<file path="config.mk">
export PLATFORM = sky130hd
export DESIGN_NAME = reservable_resource_pool_fifo_unit
export DESIGN_NICKNAME = d
export VERILOG_FILES = /design/src/rtl/core/rrpf_pkg.sv /design/src/rtl/core/rrpf_ram.sv /design/src/rtl/core/rrpf_ctrl.sv /design/src/rtl/core/rrpf_dp.sv /design/src/rtl/core/reservable_resource_pool_fifo_unit.sv
export SDC_FILE = /design/constraint.sdc
export NUM_CORES = 1
export LEC_CHECK = 0
export BUFFER_PORTS_ARGS = -buffer_cell sky130_fd_sc_hd__buf_2
export CORE_MARGIN = 10
export CORE_UTILIZATION = 45
export DETAILED_ROUTE_END_ITERATION = 16
export GPL_ROUTABILITY_DRIVEN = 0
export MAX_ROUTING_LAYER = met4
export PLACE_DENSITY = 0.67
export SETUP_SLACK_MARGIN = 0.4
export SYNTH_ARGS = -nofsm -noshare
export SYNTH_HDL_FRONTEND = slang
export SYNTH_SLANG_ARGS = --single-unit
</file>
<file path="constraint.sdc">
create_clock -name clk -period 4.97 [get_ports clk]
set_clock_uncertainty 0.2 [all_clocks]
set_input_delay 0 -clock clk [delete_from_list [all_inputs] [get_ports clk]]
set_output_delay 0 -clock clk [all_outputs]
set_load 0.03 [all_outputs]
</file>
<file path="src/rtl/core/rrpf_pkg.sv">
// ----------------------------------------------------------------------------
// rrpf_pkg
// shared types, field widths and codes of the reservable resource pool block
// ----------------------------------------------------------------------------
package rrpf_pkg;

    // field widths of one request and one result
    localparam int ACT_W  = 2;
    localparam int REQ_W  = 4;
    localparam int KIND_W = 2;
    localparam int STAT_W = 4;
    localparam int CNT_W  = 4;
    localparam int IN_W   = 8;
    localparam int OUT_W  = 24;

    // request actions
    localparam logic [ACT_W-1:0] ACT_USE     = 2'd0;
    localparam logic [ACT_W-1:0] ACT_RESERVE = 2'd1;
    localparam logic [ACT_W-1:0] ACT_RELEASE = 2'd2;

    // result status codes
    localparam logic [STAT_W-1:0] STAT_USED_RESERVED = 4'd0;
    localparam logic [STAT_W-1:0] STAT_USED_FREE     = 4'd1;
    localparam logic [STAT_W-1:0] STAT_QUEUED        = 4'd2;
    localparam logic [STAT_W-1:0] STAT_QUEUE_FULL    = 4'd3;
    localparam logic [STAT_W-1:0] STAT_RESERVED      = 4'd4;
    localparam logic [STAT_W-1:0] STAT_RES_REFUSED   = 4'd5;
    localparam logic [STAT_W-1:0] STAT_RELEASED      = 4'd6;
    localparam logic [STAT_W-1:0] STAT_HANDED_OVER   = 4'd7;
    localparam logic [STAT_W-1:0] STAT_RELEASE_ERR   = 4'd8;

    // controller states
    typedef enum logic [0:0] {
        S_IDLE,
        S_EXEC
    } rrpf_state_t;

    // controller to datapath
    typedef struct packed {
        logic capture;   // latch request beat, launch memory reads
        logic exec;      // apply request to pool state, load result
    } rrpf_cmd_t;

    // datapath to controller
    typedef struct packed {
        logic out_free;  // result register can take a new result
    } rrpf_sts_t;

endpackage

</file>
<file path="src/rtl/core/rrpf_ram.sv">
// ----------------------------------------------------------------------------
// rrpf_ram
// generic single write port ram with registered read and read enable
// ----------------------------------------------------------------------------
module rrpf_ram #(
    parameter int WIDTH = 8,
    parameter int DEPTH = 16,
    localparam int AW   = (DEPTH > 1) ? $clog2(DEPTH) : 1
) (
    input  logic             clk,
    input  logic             we,
    input  logic [AW-1:0]    waddr,
    input  logic [WIDTH-1:0] wdata,
    input  logic             re,
    input  logic [AW-1:0]    raddr,
    output logic [WIDTH-1:0] rdata
);

    logic [WIDTH-1:0] mem [DEPTH];

    always_ff @(posedge clk)
    begin
        if (we)
        begin
            mem[waddr] <= wdata;
        end
        if (re)
        begin
            rdata <= mem[raddr];
        end
    end

endmodule

</file>
<file path="src/rtl/core/rrpf_ctrl.sv">
// ----------------------------------------------------------------------------
// rrpf_ctrl
// request sequencer: accept a beat, then execute it once the result slot frees
// ----------------------------------------------------------------------------
module rrpf_ctrl
    import rrpf_pkg::*;
(
    input  logic      clk,
    input  logic      rst_n,
    input  logic      s_tvalid,
    output logic      s_tready,
    input  rrpf_sts_t sts,
    output rrpf_cmd_t cmd
);

    rrpf_state_t state_reg;
    rrpf_state_t state_next;

    always_ff @(posedge clk or negedge rst_n)
    begin
        if (!rst_n)
        begin
            state_reg <= S_IDLE;
        end
        else
        begin
            state_reg <= state_next;
        end
    end

    always_comb
    begin
        state_next  = state_reg;
        s_tready    = 1'b0;
        cmd.capture = 1'b0;
        cmd.exec    = 1'b0;
        unique case (state_reg)
            S_IDLE:
            begin
                s_tready = 1'b1;
                if (s_tvalid)
                begin
                    cmd.capture = 1'b1;
                    state_next  = S_EXEC;
                end
            end
            S_EXEC:
            begin
                // wait here while the previous result is still unclaimed
                if (sts.out_free)
                begin
                    cmd.exec   = 1'b1;
                    state_next = S_IDLE;
                end
            end
            default:
            begin
                state_next = S_IDLE;
            end
        endcase
    end

endmodule

</file>
<file path="src/rtl/core/rrpf_dp.sv">
// ----------------------------------------------------------------------------
// rrpf_dp
// pool counters, reservation slots, wait queue memory and result register
// ----------------------------------------------------------------------------
module rrpf_dp
    import rrpf_pkg::*;
#(
    parameter int TYPES       = 4,
    parameter int UNITS       = 2,
    parameter int QUEUE_DEPTH = 8
) (
    input  logic             clk,
    input  logic             rst_n,
    input  logic [IN_W-1:0]  s_tdata,
    output logic [OUT_W-1:0] m_tdata,
    output logic             m_tvalid,
    input  logic             m_tready,
    input  rrpf_cmd_t        cmd,
    output rrpf_sts_t        sts
);

    localparam int TIW = (TYPES > 1) ? $clog2(TYPES) : 1;
    localparam int PW  = $clog2(QUEUE_DEPTH);
    localparam int CW  = $clog2(QUEUE_DEPTH + 1);
    localparam int FW  = $clog2(UNITS + 1);
    localparam int SW  = (UNITS > 1) ? $clog2(UNITS) : 1;
    localparam int WQD = TYPES * QUEUE_DEPTH;
    localparam int WAW = (WQD > 1) ? $clog2(WQD) : 1;
    localparam int RW  = UNITS * REQ_W;

    // per pool state
    logic [FW-1:0]    free_reg  [TYPES];
    logic [FW-1:0]    use_reg   [TYPES];
    logic [CW-1:0]    cnt_reg   [TYPES];
    logic [PW-1:0]    head_reg  [TYPES];
    logic [PW-1:0]    tail_reg  [TYPES];
    logic [UNITS-1:0] rvld_reg  [TYPES];

    // captured request
    logic [ACT_W-1:0]  act_reg;
    logic [REQ_W-1:0]  req_reg;
    logic [KIND_W-1:0] kind_reg;

    // result register
    logic              mvalid_reg;
    logic              mvalid_next;
    logic [OUT_W-1:0]  out_reg;

    // memory ports
    logic [TIW-1:0]   in_tidx;
    logic [WAW-1:0]   wq_raddr;
    logic [WAW-1:0]   wq_waddr;
    logic [REQ_W-1:0] wq_rdata;
    logic             wq_we;
    logic [RW-1:0]    row_rdata;
    logic             rv_we;

    // execute stage
    logic [TIW-1:0]    tidx;
    logic              kind_ok;
    logic [FW-1:0]     f;
    logic [FW-1:0]     u;
    logic [CW-1:0]     c;
    logic [PW-1:0]     h;
    logic [PW-1:0]     t;
    logic [UNITS-1:0]  vld;
    logic              hit_any;
    logic [SW-1:0]     hit_idx;
    logic              emp_any;
    logic [SW-1:0]     emp_idx;
    logic [FW-1:0]     f_n;
    logic [FW-1:0]     u_n;
    logic [CW-1:0]     c_n;
    logic [PW-1:0]     h_n;
    logic [PW-1:0]     t_n;
    logic [UNITS-1:0]  vld_n;
    logic [RW-1:0]     row_n;
    logic [STAT_W-1:0] status;
    logic              wv;
    logic [REQ_W-1:0]  wr;
    logic [CNT_W-1:0]  free_left;
    logic [CNT_W-1:0]  waiting_left;

    // read addresses come straight from the incoming beat
    assign in_tidx  = TIW'(s_tdata[IN_W-1 -: KIND_W]);
    assign wq_raddr = WAW'(32'(in_tidx) * QUEUE_DEPTH + 32'(head_reg[in_tidx]));

    assign tidx     = TIW'(kind_reg);
    assign kind_ok  = (32'(kind_reg) < 32'(TYPES));
    assign f        = free_reg[tidx];
    assign u        = use_reg[tidx];
    assign c        = cnt_reg[tidx];
    assign h        = head_reg[tidx];
    assign t        = tail_reg[tidx];
    assign vld      = rvld_reg[tidx];
    assign wq_waddr = WAW'(32'(tidx) * QUEUE_DEPTH + 32'(t));

    rrpf_ram #(
        .WIDTH (REQ_W),
        .DEPTH (WQD)
    ) u_wait_ram (
        .clk   (clk),
        .we    (wq_we),
        .waddr (wq_waddr),
        .wdata (req_reg),
        .re    (cmd.capture),
        .raddr (wq_raddr),
        .rdata (wq_rdata)
    );

    rrpf_ram #(
        .WIDTH (RW),
        .DEPTH (TYPES)
    ) u_slot_ram (
        .clk   (clk),
        .we    (rv_we),
        .waddr (tidx),
        .wdata (row_n),
        .re    (cmd.capture),
        .raddr (in_tidx),
        .rdata (row_rdata)
    );

    // lowest matching reservation and lowest empty slot
    always_comb
    begin
        hit_any = 1'b0;
        hit_idx = '0;
        emp_any = 1'b0;
        emp_idx = '0;
        for (int s = UNITS - 1; s >= 0; s--)
        begin
            if (vld[s] && (row_rdata[s*REQ_W +: REQ_W] == req_reg))
            begin
                hit_any = 1'b1;
                hit_idx = SW'(s);
            end
            if (!vld[s])
            begin
                emp_any = 1'b1;
                emp_idx = SW'(s);
            end
        end
    end

    always_comb
    begin
        f_n    = f;
        u_n    = u;
        c_n    = c;
        h_n    = h;
        t_n    = t;
        vld_n  = vld;
        row_n  = row_rdata;
        rv_we  = 1'b0;
        wq_we  = 1'b0;
        wv     = 1'b0;
        wr     = '0;
        status = STAT_RELEASE_ERR;
        if (!kind_ok)
        begin
            if (act_reg == ACT_USE)
            begin
                status = STAT_QUEUE_FULL;
            end
            else if (act_reg == ACT_RESERVE)
            begin
                status = STAT_RES_REFUSED;
            end
        end
        else
        begin
            unique case (act_reg)
                ACT_USE:
                begin
                    if (hit_any)
                    begin
                        vld_n[hit_idx] = 1'b0;
                        u_n            = u + 1'b1;
                        status         = STAT_USED_RESERVED;
                    end
                    else if ((c == '0) && (f != '0))
                    begin
                        f_n    = f - 1'b1;
                        u_n    = u + 1'b1;
                        status = STAT_USED_FREE;
                    end
                    else if (c < CW'(QUEUE_DEPTH))
                    begin
                        wq_we  = cmd.exec;
                        t_n    = (t == PW'(QUEUE_DEPTH - 1)) ? '0 : t + 1'b1;
                        c_n    = c + 1'b1;
                        status = STAT_QUEUED;
                    end
                    else
                    begin
                        status = STAT_QUEUE_FULL;
                    end
                end
                ACT_RESERVE:
                begin
                    if ((f != '0) && emp_any)
                    begin
                        vld_n[emp_idx]                 = 1'b1;
                        row_n[emp_idx*REQ_W +: REQ_W]  = req_reg;
                        rv_we                          = cmd.exec;
                        f_n                            = f - 1'b1;
                        status                         = STAT_RESERVED;
                    end
                    else
                    begin
                        status = STAT_RES_REFUSED;
                    end
                end
                ACT_RELEASE:
                begin
                    if (u == '0)
                    begin
                        status = STAT_RELEASE_ERR;
                    end
                    else if (c != '0)
                    begin
                        // token passing: the unit goes to the queue head
                        wv     = 1'b1;
                        wr     = wq_rdata;
                        h_n    = (h == PW'(QUEUE_DEPTH - 1)) ? '0 : h + 1'b1;
                        c_n    = c - 1'b1;
                        status = STAT_HANDED_OVER;
                    end
                    else
                    begin
                        if (f < FW'(UNITS))
                        begin
                            f_n = f + 1'b1;
                        end
                        u_n    = u - 1'b1;
                        status = STAT_RELEASED;
                    end
                end
                default:
                begin
                    status = STAT_RELEASE_ERR;
                end
            endcase
        end
    end

    assign free_left    = kind_ok ? CNT_W'(f_n) : '0;
    assign waiting_left = kind_ok ? CNT_W'(c_n) : '0;

    always_ff @(posedge clk or negedge rst_n)
    begin
        if (!rst_n)
        begin
            for (int i = 0; i < TYPES; i++)
            begin
                free_reg[i] <= FW'(UNITS);
                use_reg[i]  <= '0;
                cnt_reg[i]  <= '0;
                head_reg[i] <= '0;
                tail_reg[i] <= '0;
                rvld_reg[i] <= '0;
            end
        end
        else if (cmd.exec && kind_ok)
        begin
            free_reg[tidx] <= f_n;
            use_reg[tidx]  <= u_n;
            cnt_reg[tidx]  <= c_n;
            head_reg[tidx] <= h_n;
            tail_reg[tidx] <= t_n;
            rvld_reg[tidx] <= vld_n;
        end
    end

    always_ff @(posedge clk)
    begin
        if (cmd.capture)
        begin
            act_reg  <= s_tdata[ACT_W-1:0];
            req_reg  <= s_tdata[ACT_W +: REQ_W];
            kind_reg <= s_tdata[ACT_W + REQ_W +: KIND_W];
        end
        if (cmd.exec)
        begin
            out_reg <= {7'd0, waiting_left, free_left, wr, wv, status};
        end
    end

    always_comb
    begin
        mvalid_next = mvalid_reg;
        if (cmd.exec)
        begin
            mvalid_next = 1'b1;
        end
        else if (m_tready)
        begin
            mvalid_next = 1'b0;
        end
    end

    always_ff @(posedge clk or negedge rst_n)
    begin
        if (!rst_n)
        begin
            mvalid_reg <= 1'b0;
        end
        else
        begin
            mvalid_reg <= mvalid_next;
        end
    end

    assign m_tvalid     = mvalid_reg;
    assign m_tdata      = out_reg;
    assign sts.out_free = !mvalid_reg || m_tready;

endmodule

</file>
<file path="src/rtl/core/reservable_resource_pool_fifo_unit.sv">
// ----------------------------------------------------------------------------
// reservable_resource_pool_fifo_unit
// counting semaphore pools with reservation slots and fifo wait queues
// ----------------------------------------------------------------------------
// usage:
// - requests arrive on the s_axis channel, one beat per request; every
//   request yields exactly one result beat on the m_axis channel
// - a request is latched in the accept cycle, which also launches the reads
//   of the wait queue memory (queue head) and the reservation slot row
// - the execute step applies the request to the pool counters and loads the
//   result register once the output register is free; it comes after the
//   accept step, as the registered read of the wait queue and slot memories
//   must come ahead of the read-modify-write; no new request is taken until
//   the execute step is done, and the result shows on m_axis from its register
// - while a result waits in the output register, the next request is still
//   taken; its execute step holds until the downstream side takes the result
// - reset clears every pool to all units free, nothing in use, empty queues
//   and no reservations; queue and slot memories need no clearing pass, as
//   every read of them is covered by a count or a valid bit
// - a resource_kind beyond the configured pool count changes nothing
// ----------------------------------------------------------------------------
module reservable_resource_pool_fifo_unit
    import rrpf_pkg::*;
#(
    parameter int TYPES       = 4,    // number of pools
    parameter int UNITS       = 2,    // units and reservation slots per pool
    parameter int QUEUE_DEPTH = 8     // wait queue entries per pool
) (
    input  logic             clk,
    input  logic             rst_n,
    // request beat
    input  logic             s_axis_tvalid,
    output logic             s_axis_tready,
    input  logic [IN_W-1:0]  s_axis_tdata,   // action[1:0], requester[5:2], resource_kind[7:6]
    // result beat
    output logic             m_axis_tvalid,
    input  logic             m_axis_tready,
    output logic [OUT_W-1:0] m_axis_tdata    // status[3:0], woken_valid[4],
                                             // woken_requester[8:5], free_left[12:9],
                                             // waiting_left[16:13], zero pad[23:17]
);

    rrpf_cmd_t cmd;
    rrpf_sts_t sts;

    // sequencer: one request in flight at a time
    rrpf_ctrl u_ctrl (
        .clk      (clk),
        .rst_n    (rst_n),
        .s_tvalid (s_axis_tvalid),
        .s_tready (s_axis_tready),
        .sts      (sts),
        .cmd      (cmd)
    );

    // pool state, memories and the result register
    rrpf_dp #(
        .TYPES       (TYPES),
        .UNITS       (UNITS),
        .QUEUE_DEPTH (QUEUE_DEPTH)
    ) u_dp (
        .clk      (clk),
        .rst_n    (rst_n),
        .s_tdata  (s_axis_tdata),
        .m_tdata  (m_axis_tdata),
        .m_tvalid (m_axis_tvalid),
        .m_tready (m_axis_tready),
        .cmd      (cmd),
        .sts      (sts)
    );

endmodule
</file>
==> results_dict.tcl, run 1 <==
set metrics [dict create \
    vias_per_cell 5.61 \
    cp.arrival_ns 4.19 \
    grt_setup_unrepaired "false" \
    cts_root_buf "clkbuf_16" \
    drive_gt1_share_pct 21.3 \
    grt_pass1_wl_um 38000 \
    fin_crit_sh_pct 84.3 \
    whs_ns 0.00520 \
    cap_violations 0 \
    netlist_instances 754 \
    largest_register_ffs 128 \
    drt_iter0_markers 519 \
    drt-pass1-iter-count 5 \
    cts_resized 0 \
    hold_violations 0 \
    cts_max_level 1 \
    powerDensity_nw_per_um2 512 \
    die_w_um 179 \
    grt_overflow 0 \
    max_freq_ghz 0.239 \
    drt-total-wl_um 24100 \
    yosysSeqAreaShare_pct 66.1 \
    maxSlewViolCount 0 \
    die_h_um 179 \
    finalNetCount 830 \
    antenna_found_initial 0 \
    fillers 2075 \
    synth_edf_count 195 \
    ys_async_sr_fraction_pct 25.3 \
    track_usage_pct 15.6 \
    grt_pass1_vias 6681 \
    yosysUniqueCellTypes 61 \
    power_leakage_nw 4.58 \
    n_antenna_cell 0 \
    finalSetupViolCount 0 \
    rows 58 \
    final_common_cell "edfxtp_1" \
    yosys_warnings 0 \
    path_max_fanout 10 \
    layout-area-overhead-vs-synth_pct 13.6 \
    fin_crit_ns 4.19 \
    synth.avg_cell_area_um2 15.1 \
    status "finished, final reports clean" \
    core_area_um2 25000 \
    wl_per_cell_um 20.8 \
    final_cell_mix "edfxtp_1 (195), dfrtp_1 (62), nand2_1 (60)" \
    cp.required_ns 4.97 \
    cts_made_buffers 26 \
    clockBufferDepth 3 \
    dieArea_um2 32000 \
    slew_headroom_pct 27.7 \
    io_buffers 28 \
    clk_pin_slew_worst_paths_ns 0.06 \
    setup_tns_ns 0 \
    vias 6489 \
    dp_hpwl_um 15400 \
    crit_type "reg -> reg" \
    worst_slew_pin_slew_ns 1.08 \
    worst_setup_path_start_kind "flip-flop" \
    hold_class "in -> async" \
    cts_tree "built" \
    ir_worst_vdd_mv 0.339 \
    start_util_pct 45.4 \
    grt_max_degree 67 \
    r2r_slack_ns 0.78 \
    syn_area_um2 11400 \
    ant_nets 0 \
    pin_count 38 \
    insertion_delay_ns 0.54 \
    ys.flop_type "edfxtp_1" \
    synth-seq-cells 261 \
    clkSinkCount 261 \
    end_kind "flip-flop" \
    drcViolationCount 0 \
]
-- cell families (layout without fill, tap and decap cells) --
group	Yosys count	in the layout	synth area share (%)
xor gates and xnor gates	12	12	0.924
AOI/OAI and AO/OA	103	103	5.97
muxes	121	121	15.6
and+or+nand+nor	188	188	7.76
other	1	9	0.0330
DFF	261	261	66.1
buffers and inverters	57	122	2.46
adders and majority gates	11	11	1.21
-- synth_stat cells, types with 8 or more instances --
master | n | share of area, %
edfxtp_1 | 195 | 51
dfrtp_1 | 62 | 14
nand2_1 | 60 | 2.0
nor2_1 | 59 | 1.9
mux2_2 | 40 | 4.0
mux4_2 | 39 | 7.7
mux2i_1 | 38 | 3.3
o21ai_0 | 33 | 1.5
clkbuf_1 | 20 | 0.66
a21oi_1 | 16 | 0.70
inv_1 | 15 | 0.50
nor2b_1 | 12 | 0.66
o22ai_1 | 12 | 0.66
a211oi_1 | 11 | 0.73
ha_1 | 11 | 1.2
nand3_1 | 11 | 0.48
a22oi_1 | 9 | 0.59
buf_4 | 9 | 0.59
nand2b_1 | 8 | 0.44
xor2_1 | 8 | 0.62
-- metal layers --
layer	global-route usage, %	vias up	part of all wire [%]
li1	-	2983	-
met1	20.6	3302	45
met2	24.9	161	49
met3	2.30	43	4.4
met4	4.03	0	2.1
met5	-	-	0
-- through the flow --
stage | worst slack [ns] | cell area, um2 | utilization (%) | power (mW) | std cells
floorplan | 1.53 | 11400 | - | 4.13 | 762
global placement | 0.807 | 11900 | 47.3 | 4.58 | 1092
detailed placement | 0.792 | 11900 | 47.3 | 4.60 | 1092
CTS | 0.765 | 12900 | 51.5 | 6.66 | 1155
finish | 0.779 | 12900 | 51.6 | 6.61 | 1157
global route | 0.431 | 12900 | 51.6 | 6.94 | 1157
-- final timing paths --
path | startpoint | end | depth (start not counted)
worst max register to register | u_dp.kind_reg[0]$_DFFE_PP_ | u_dp.u_wait_ram.mem[17][2]$_DFFE_PP_ | 8
max in group asynchronous | rst_n | u_dp.tail_reg[2]$_DFFE_PN0P_ | 3
min in group clk | s_axis_tvalid | u_ctrl.state_reg$_DFF_PN0_ | 4
worst max-delay path | u_dp.kind_reg[0]$_DFFE_PP_ | u_dp.u_wait_ram.mem[17][2]$_DFFE_PP_ | 8
worst min-delay path | rst_n | u_dp.m_tvalid$_DFFE_PN0P_ | 3
worst min register to register | u_dp.tail_reg[3]$_DFFE_PN0P_ | u_dp.tail_reg[3]$_DFFE_PN0P_ | 2
-- critical path, cell delays in order (launching register included) --
cell and delay [ns]:
edfxtp_1 0.71, mux4_2 0.63, inv_1 0.12, ha_1 0.25, nand2b_1 0.17, o21ai_0 0.15, nor3_1 0.62, nand3_1 0.55
nor2_1 0.45
-- where the power goes --
part | internal [mW] | total (mW) | switching, mW
Clock | 1.23 | 2.04 | 0.809
Combinational | 0.632 | 1.64 | 1.01
Sequential | 2.75 | 2.93 | 0.178
-- area by class of cell --
cell class | count | area (um2) | share of cell area [%]
repair buffers | 59 | 428 | 3.31
flip-flops and latches | 261 | 7510 | 58.1
inverters | 15 | 56.3 | 0.436
multi-input cells | 444 | 3610 | 28.0
clock buffers | 36 | 728 | 5.63
well taps | 330 | 413 | 3.19
clock inverters | 12 | 174 | 1.35
-- repair_timing --
action / CTS / global route
endpoints found under the hold margin: 104 / 2
hold buffers: 15 / 2
buffers inserted: 0 / 0
No activity file was read; power rests on OpenSTA's default activity.
==> run 2: changes to the inputs <==
- PLACE_DENSITY: 0.67 -> 0.69
- clock period: 4.97 -> 3.8 ns (I/O delays scaled with it)
==> run 2 against run 1 <==
  * Maximum frequency grew 25%
  * Die area is the same
  * Wire length shrank 1.1%
  * Count of clock-buffer cells in the layout shrank 4
  * First-iteration DRC count grew 4.6%
  * Global-route usage shrank 0.098 points
  * Cell count grew 1.6%
  * Non-clock buffer count grew 19
  * Critical path type unchanged
  * Largest power group unchanged
  * Highest routed layer unchanged
==> results_dict.tcl, run 2 (synthesis results as in run 1) <==
set metrics [dict create \
    cts_root_buf "clkbuf_16" \
    rr_worst_depth 6 \
    critPathCapture "u_dp.u_wait_ram.mem[7][2]$_DFFE_PP_" \
    cp_num_buf_inv 1 \
    path_max_fanout 11 \
    r2r_slack_ns 0.46 \
    p_seq_share_pct 45.4 \
    setup_tns_ns 0 \
    power_mw 8.39 \
    io_buffers 28 \
    powerDensity_nw_per_um2 644 \
    power.switching_mw 2.63 \
    worst_slew_pin_slew_ns 0.972 \
    crit_chain "buf_4, mux4_2, a22o_2, nor3_4, nand3_2, nor2_2" \
    setup_ws_ns 0.461 \
    fin_crit_ns 3.34 \
    antenna_found_initial 0 \
    vias_per_cell 5.58 \
    dpl.cell_count 1103 \
    layout-area-overhead-vs-synth_pct 14.5 \
    die_w_um 179 \
    power_leakage_nw 4.62 \
    dp_hpwl_um 15700 \
    grt_max_degree 57 \
    p_int_mw 5.76 \
    max_freq_ghz 0.299 \
    fin_cells 1176 \
    cp.arrival_ns 3.35 \
    slew_headroom_pct 35.2 \
    crit_type "reg -> reg" \
    largest_register_ffs 128 \
    sw_frac_of_total_pct 31.4 \
    finalNetCount 849 \
    maxSlewViolCount 0 \
    pin_count 38 \
    status "finished, final reports clean" \
    vias 6560 \
    die_h_um 179 \
    drt-total-wl_um 23800 \
    cap_violations 0 \
    final_common_cell "edfxtp_1" \
    cts_tree "built" \
    path_delay_family "simple AND/OR/NAND/NOR gates" \
    p_comb_share_pct 27.0 \
    drcViolationCount 0 \
    r2r_end "u_dp.u_wait_ram.mem[7][2]$_DFFE_PP_" \
    hold_class "in -> reg" \
    rows 58 \
    worst_setup_path_start_kind "flip-flop" \
    crit_cells 6 \
    clkSinkCount 261 \
    cp.required_ns 3.81 \
    power_frac_clock_pct 27.6 \
    start_util_pct 45.4 \
    cts_made_buffers 26 \
    clk_pin_slew_worst_paths_ns 0.06 \
    end_kind "flip-flop" \
    wl_per_cell_um 20.2 \
    n_antenna_cell 0 \
    grt_pass1_wl_um 37700 \
    hold_violations 0 \
    final_cell_mix "edfxtp_1 (195), dfrtp_1 (62), nand2_1 (60)" \
    pre_cts_slack_ns 0.0599 \
    critPathLaunch "u_dp.kind_reg[1]$_DFFE_PP_" \
    finalSetupViolCount 0 \
    grt_setup_unrepaired "true" \
    ant_nets 0 \
    ir_worst_vdd_mv 0.583 \
    dieArea_um2 32000 \
    cts_max_level 1 \
    critPathSlowestCell "edfxtp_1" \
    fin_crit_sh_pct 87.9 \
    drive_gt1_share_pct 26.2 \
    grt_overflow 0 \
    timing.rr.start "u_dp.kind_reg[1]$_DFFE_PP_" \
    drt-pass1-iter-count 7 \
    drt_iter0_markers 543 \
    track_usage_pct 15.5 \
    insertion_delay_ns 0.54 \
    grt_pass1_vias 6721 \
    clockBufferDepth 3 \
    max_stage_delay_ns 0.57 \
    core_area_um2 25000 \
]
[run 2: power by group through the flow]
| stage | logic (mW) | registers [mW] | clock network (mW) |
|---|---|---|---|
| after floorplan | 1.43 | 3.97 | 0 |
| after global placement | 2.16 | 3.85 | 0 |
| after detailed placement | 2.18 | 3.86 | 0 |
| after CTS | 2.24 | 3.80 | 2.37 |
| after global routing | 2.49 | 3.85 | 2.48 |
| final | 2.27 | 3.81 | 2.32 |
[run 2: area by class of cell]
cell class | instances | area (um2)
Clock inverter | 16 | 91.3
Sequential cell | 261 | 7510
Fill cell | 2065 | 12000
Tap cell | 330 | 413
Multi-Input combinational cell | 444 | 3710
Timing Repair Buffer | 78 | 563
Clock buffer | 32 | 683
Inverter | 15 | 56.3
[run 2: repair_timing]
item	4_1_cts	5_1_grt
pin swaps	1	0
hold buffers	19	0
endpoints found under the setup margin	139	170
setup buffers	2	4
hold endpoints to repair	94	0
resized for setup	16	15
[run 2: how the worst min path moves through the flow]
stage | slack, ns | from | to | cells past startpoint
6_report | 0.04 | s_axis_tvalid | u_ctrl.state_reg$_DFF_PN0_ | 4
5_1_grt | 0.06 | s_axis_tvalid | u_ctrl.state_reg$_DFF_PN0_ | 4
4_1_cts | 0.01 | s_axis_tvalid | u_ctrl.state_reg$_DFF_PN0_ | 4
3_3_place_gp | -0.18 | rst_n | u_dp.free_reg[2]$_DFFE_PN0P_ | 1
2_1_floorplan | -0.50 | rst_n | u_ctrl.state_reg$_DFF_PN0_ | 0
3_5_place_dp | -0.18 | rst_n | u_dp.free_reg[4]$_DFFE_PN0P_ | 1
[run 2: metrics by stage]
step | area (um2) | hold WS (ns) | utilization, %
after floorplan | 11400 | -0.496 | -
after global placement | 11900 | -0.180 | 47.6
after detailed placement | 11900 | -0.177 | 47.6
after CTS | 13000 | 0.0119 | 51.8
after global routing | 13000 | 0.0603 | 52.0
final | 13000 | 0.0441 | 52.0
[run 2: worst min-delay path, delay by kind of cell]
kind,cells,cell delay (ns)
buffers and inverters,2,0.63
AND/OR/NAND/NOR,2,0.10
[run 2: layer usage]
metal  vias to the layer above  part of all wire, %  global-route usage [%]
met3                        51                  5.3                    2.55
li1                       3011                    -                       -
met5                         -                    0                       -
met1                      3330                   43                    19.5
met2                       168                   49                    25.2
met4                         0                  2.9                    5.10
==> run 3: changes to the inputs <==
- CORE_UTILIZATION: 45 -> 50
- PLACE_DENSITY: 0.69 -> 0.75
==> run 3 against run 2 <==
  * Critical path depth increased by 2
  * Sequential power about the same
  * Global-route usage increased by 2.0 points
  * First-iteration DRC count increased by 18%
  * Hold slack improved by 0.020 ns
  * Wire length increased by 1.6%
  * Non-clock buffer count increased by 3
  * Sequential cell count unchanged
  * Design area increased by 0.78%
  * Utilization increased by 6.3 points
  * Count of clock-buffer cells in the layout decreased by 2
  * Maximum frequency increased by 0.94%
  * Critical path type unchanged
  * Critical endpoint is now u_dp.u_wait_ram.mem[0][2]$_DFFE_PP_
==> results_dict.tcl, run 3 (synthesis results as in run 1) <==
set metrics [dict create \
    die_h_um 171 \
    dieArea_um2 29200 \
    max_stage_delay_ns 0.64 \
    start_util_pct 50.5 \
    status "finished, final reports clean" \
    cp_common_cell "buf_4" \
    path_delay_family "simple AND/OR/NAND/NOR gates" \
    fin_crit_ns 3.31 \
    fin_crit_sh_pct 87.1 \
    max_freq_ghz 0.302 \
    pin_count 38 \
    p_comb_share_pct 26.8 \
    grt_overflow 0 \
    maxSlewViolCount 0 \
    clockBufferDepth 3 \
    hold_violations 0 \
    drt_iter0_markers 643 \
    grt_max_degree 41 \
    sw_frac_of_total_pct 31.2 \
    io_buffers 28 \
    slew_headroom_pct 28.3 \
    cts_made_buffers 27 \
    multi_input_area_um2 3770 \
    insertion_delay_ns 0.52 \
    power_frac_clock_pct 28.8 \
    cts_tree "built" \
    wl_per_cell_um 21.3 \
    dpl_cell_area_um2 11900 \
    worst_slew_pin_slew_ns 1.07 \
    track_usage_pct 17.5 \
    crit_type "reg -> reg" \
    p_int_mw 5.93 \
    layout-area-overhead-vs-synth_pct 15.4 \
    cts_max_level 1 \
    n_antenna_cell 0 \
    crit_chain "buf_4, buf_4, mux4_2, a22o_2, nor3_4, buf_4, nand3_2, nor2_2" \
    p_seq_share_pct 44.5 \
    power.switching_mw 2.69 \
    grt_pass1_vias 6947 \
    critPathSlowestCell "mux4_2" \
    path_max_fanout 10 \
    drive_gt1_share_pct 28.3 \
    grt_setup_unrepaired "true" \
    cts_root_buf "clkbuf_16" \
    drcViolationCount 0 \
    end_kind "flip-flop" \
    vias 6655 \
    post-route-util_pct 58.3 \
    cp.required_ns 3.81 \
    clk_pin_slew_worst_paths_ns 0.06 \
    final_cell_mix "edfxtp_1 (195), dfrtp_1 (62), nand2_1 (60)" \
    design_area_um2 13100 \
    drt-total-wl_um 24200 \
    power_leakage_nw 4.67 \
    final_common_cell "edfxtp_1" \
    antenna_found_initial 0 \
    grt_pass1_wl_um 39200 \
    rows 55 \
    dp_hpwl_um 16200 \
    worst_setup_path_start_kind "flip-flop" \
    finalNetCount 853 \
    power_mw 8.63 \
    finalSetupViolCount 0 \
    cp_num_buf_inv 3 \
    cp.arrival_ns 3.31 \
    largest_register_ffs 128 \
    hold_class "in -> reg" \
    ff_latch_area_um2 7510 \
    fillers 1704 \
    die_w_um 171 \
    cap_violations 0 \
    setup_tns_ns 0 \
    drt-pass1-iter-count 5 \
    vias_per_cell 5.87 \
    powerDensity_nw_per_um2 657 \
    ir_worst_vdd_mv 0.696 \
    ant_nets 0 \
    clkSinkCount 261 \
    core_area_um2 22500 \
]
run 3: cell count changes in the layout (fill, tap and decap cells not counted), moves of 2 or more:
cell | before | now
nor2_4 | 0 | 3
nor2_2 | 21 | 29
buf_4 | 31 | 33
clkinv_4 | 0 | 3
nand3_2 | 5 | 3
nor2_1 | 38 | 27
clkbuf_1 | 5 | 3
bufinv_16 | 0 | 2
nand3_4 | 0 | 2
run 3: cell type report:
class | instances | area share [%]
Sequential cell | 261 | 57.2
Multi-Input combinational cell | 444 | 28.8
Clock buffer | 30 | 5.23
Timing Repair Buffer | 81 | 4.56
Tap cell | 285 | 2.72
Clock inverter | 17 | 1.10
Inverter | 15 | 0.429
run 3: metrics by stage:
step	instances	setup WS, ns	hold WS [ns]
3_3_place_gp	1062	0.209	-0.160
6_report	1133	0.492	0.0645
4_1_cts	1130	0.401	0.0495
5_1_grt	1133	0.347	0.115
3_5_place_dp	1062	0.0851	-0.146
2_1_floorplan	762	0.469	-0.496
run 3: timing repair:
action                                  CTS  global route
setup buffers                             2             3
endpoints found under the setup margin  145           164
hold endpoints to repair                106             0
gates resized for setup                  10            40
pin swaps                                 0             1
gates cloned                              0             0
hold buffers                             19             0
run 3: power by group through the flow:
stage               Clock (mW)  Combinational [mW]  Sequential, mW
floorplan                    0                1.43            3.97
global placement             0                2.12            3.88
detailed placement           0                2.17            3.89
CTS                       2.52                2.23            3.83
global route              2.65                2.54            3.87
finish                    2.48                2.31            3.84
run 3: path summary, 6_finish.rpt:
path | slack (ns) | end | from | cells past startpoint
max reg2reg | 0.49 | u_dp.u_wait_ram.mem[0][2]$_DFFE_PP_ | u_dp.kind_reg[0]$_DFFE_PP_ | 8
min in group asynchronous | 0.36 | u_dp.free_reg[3]$_DFFE_PN1P_ | rst_n | 3
max | 0.49 | u_dp.u_wait_ram.mem[0][2]$_DFFE_PP_ | u_dp.kind_reg[0]$_DFFE_PP_ | 8
max in group asynchronous | 1.55 | u_dp.rvld_reg[2]$_DFFE_PN0P_ | rst_n | 4
min reg2reg | 0.28 | u_dp.tail_reg[6]$_DFFE_PN0P_ | u_dp.tail_reg[6]$_DFFE_PN0P_ | 2
min | 0.06 | u_ctrl.state_reg$_DFF_PN0_ | s_axis_tvalid | 4
run 3: worst register-to-register path, delay by kind of cell (launching register included):
family | cells | cell delay, ns
and+or+nand+nor | 3 | 0.90
muxes | 1 | 0.64
buffers and inverters | 3 | 0.58
AOI/OAI and AO/OA | 1 | 0.36
DFF | 1 | 0.33
run 3: per-layer routing:
layer  track usage (%)  wire length (um)  vias to the layer above
met4              4.95               556                        0
met2              28.3             12000                      226
met5                 -                 0                        -
met1              22.9             10400                     3364
met3              2.35              1260                       46
li1                  -                 -                     3019
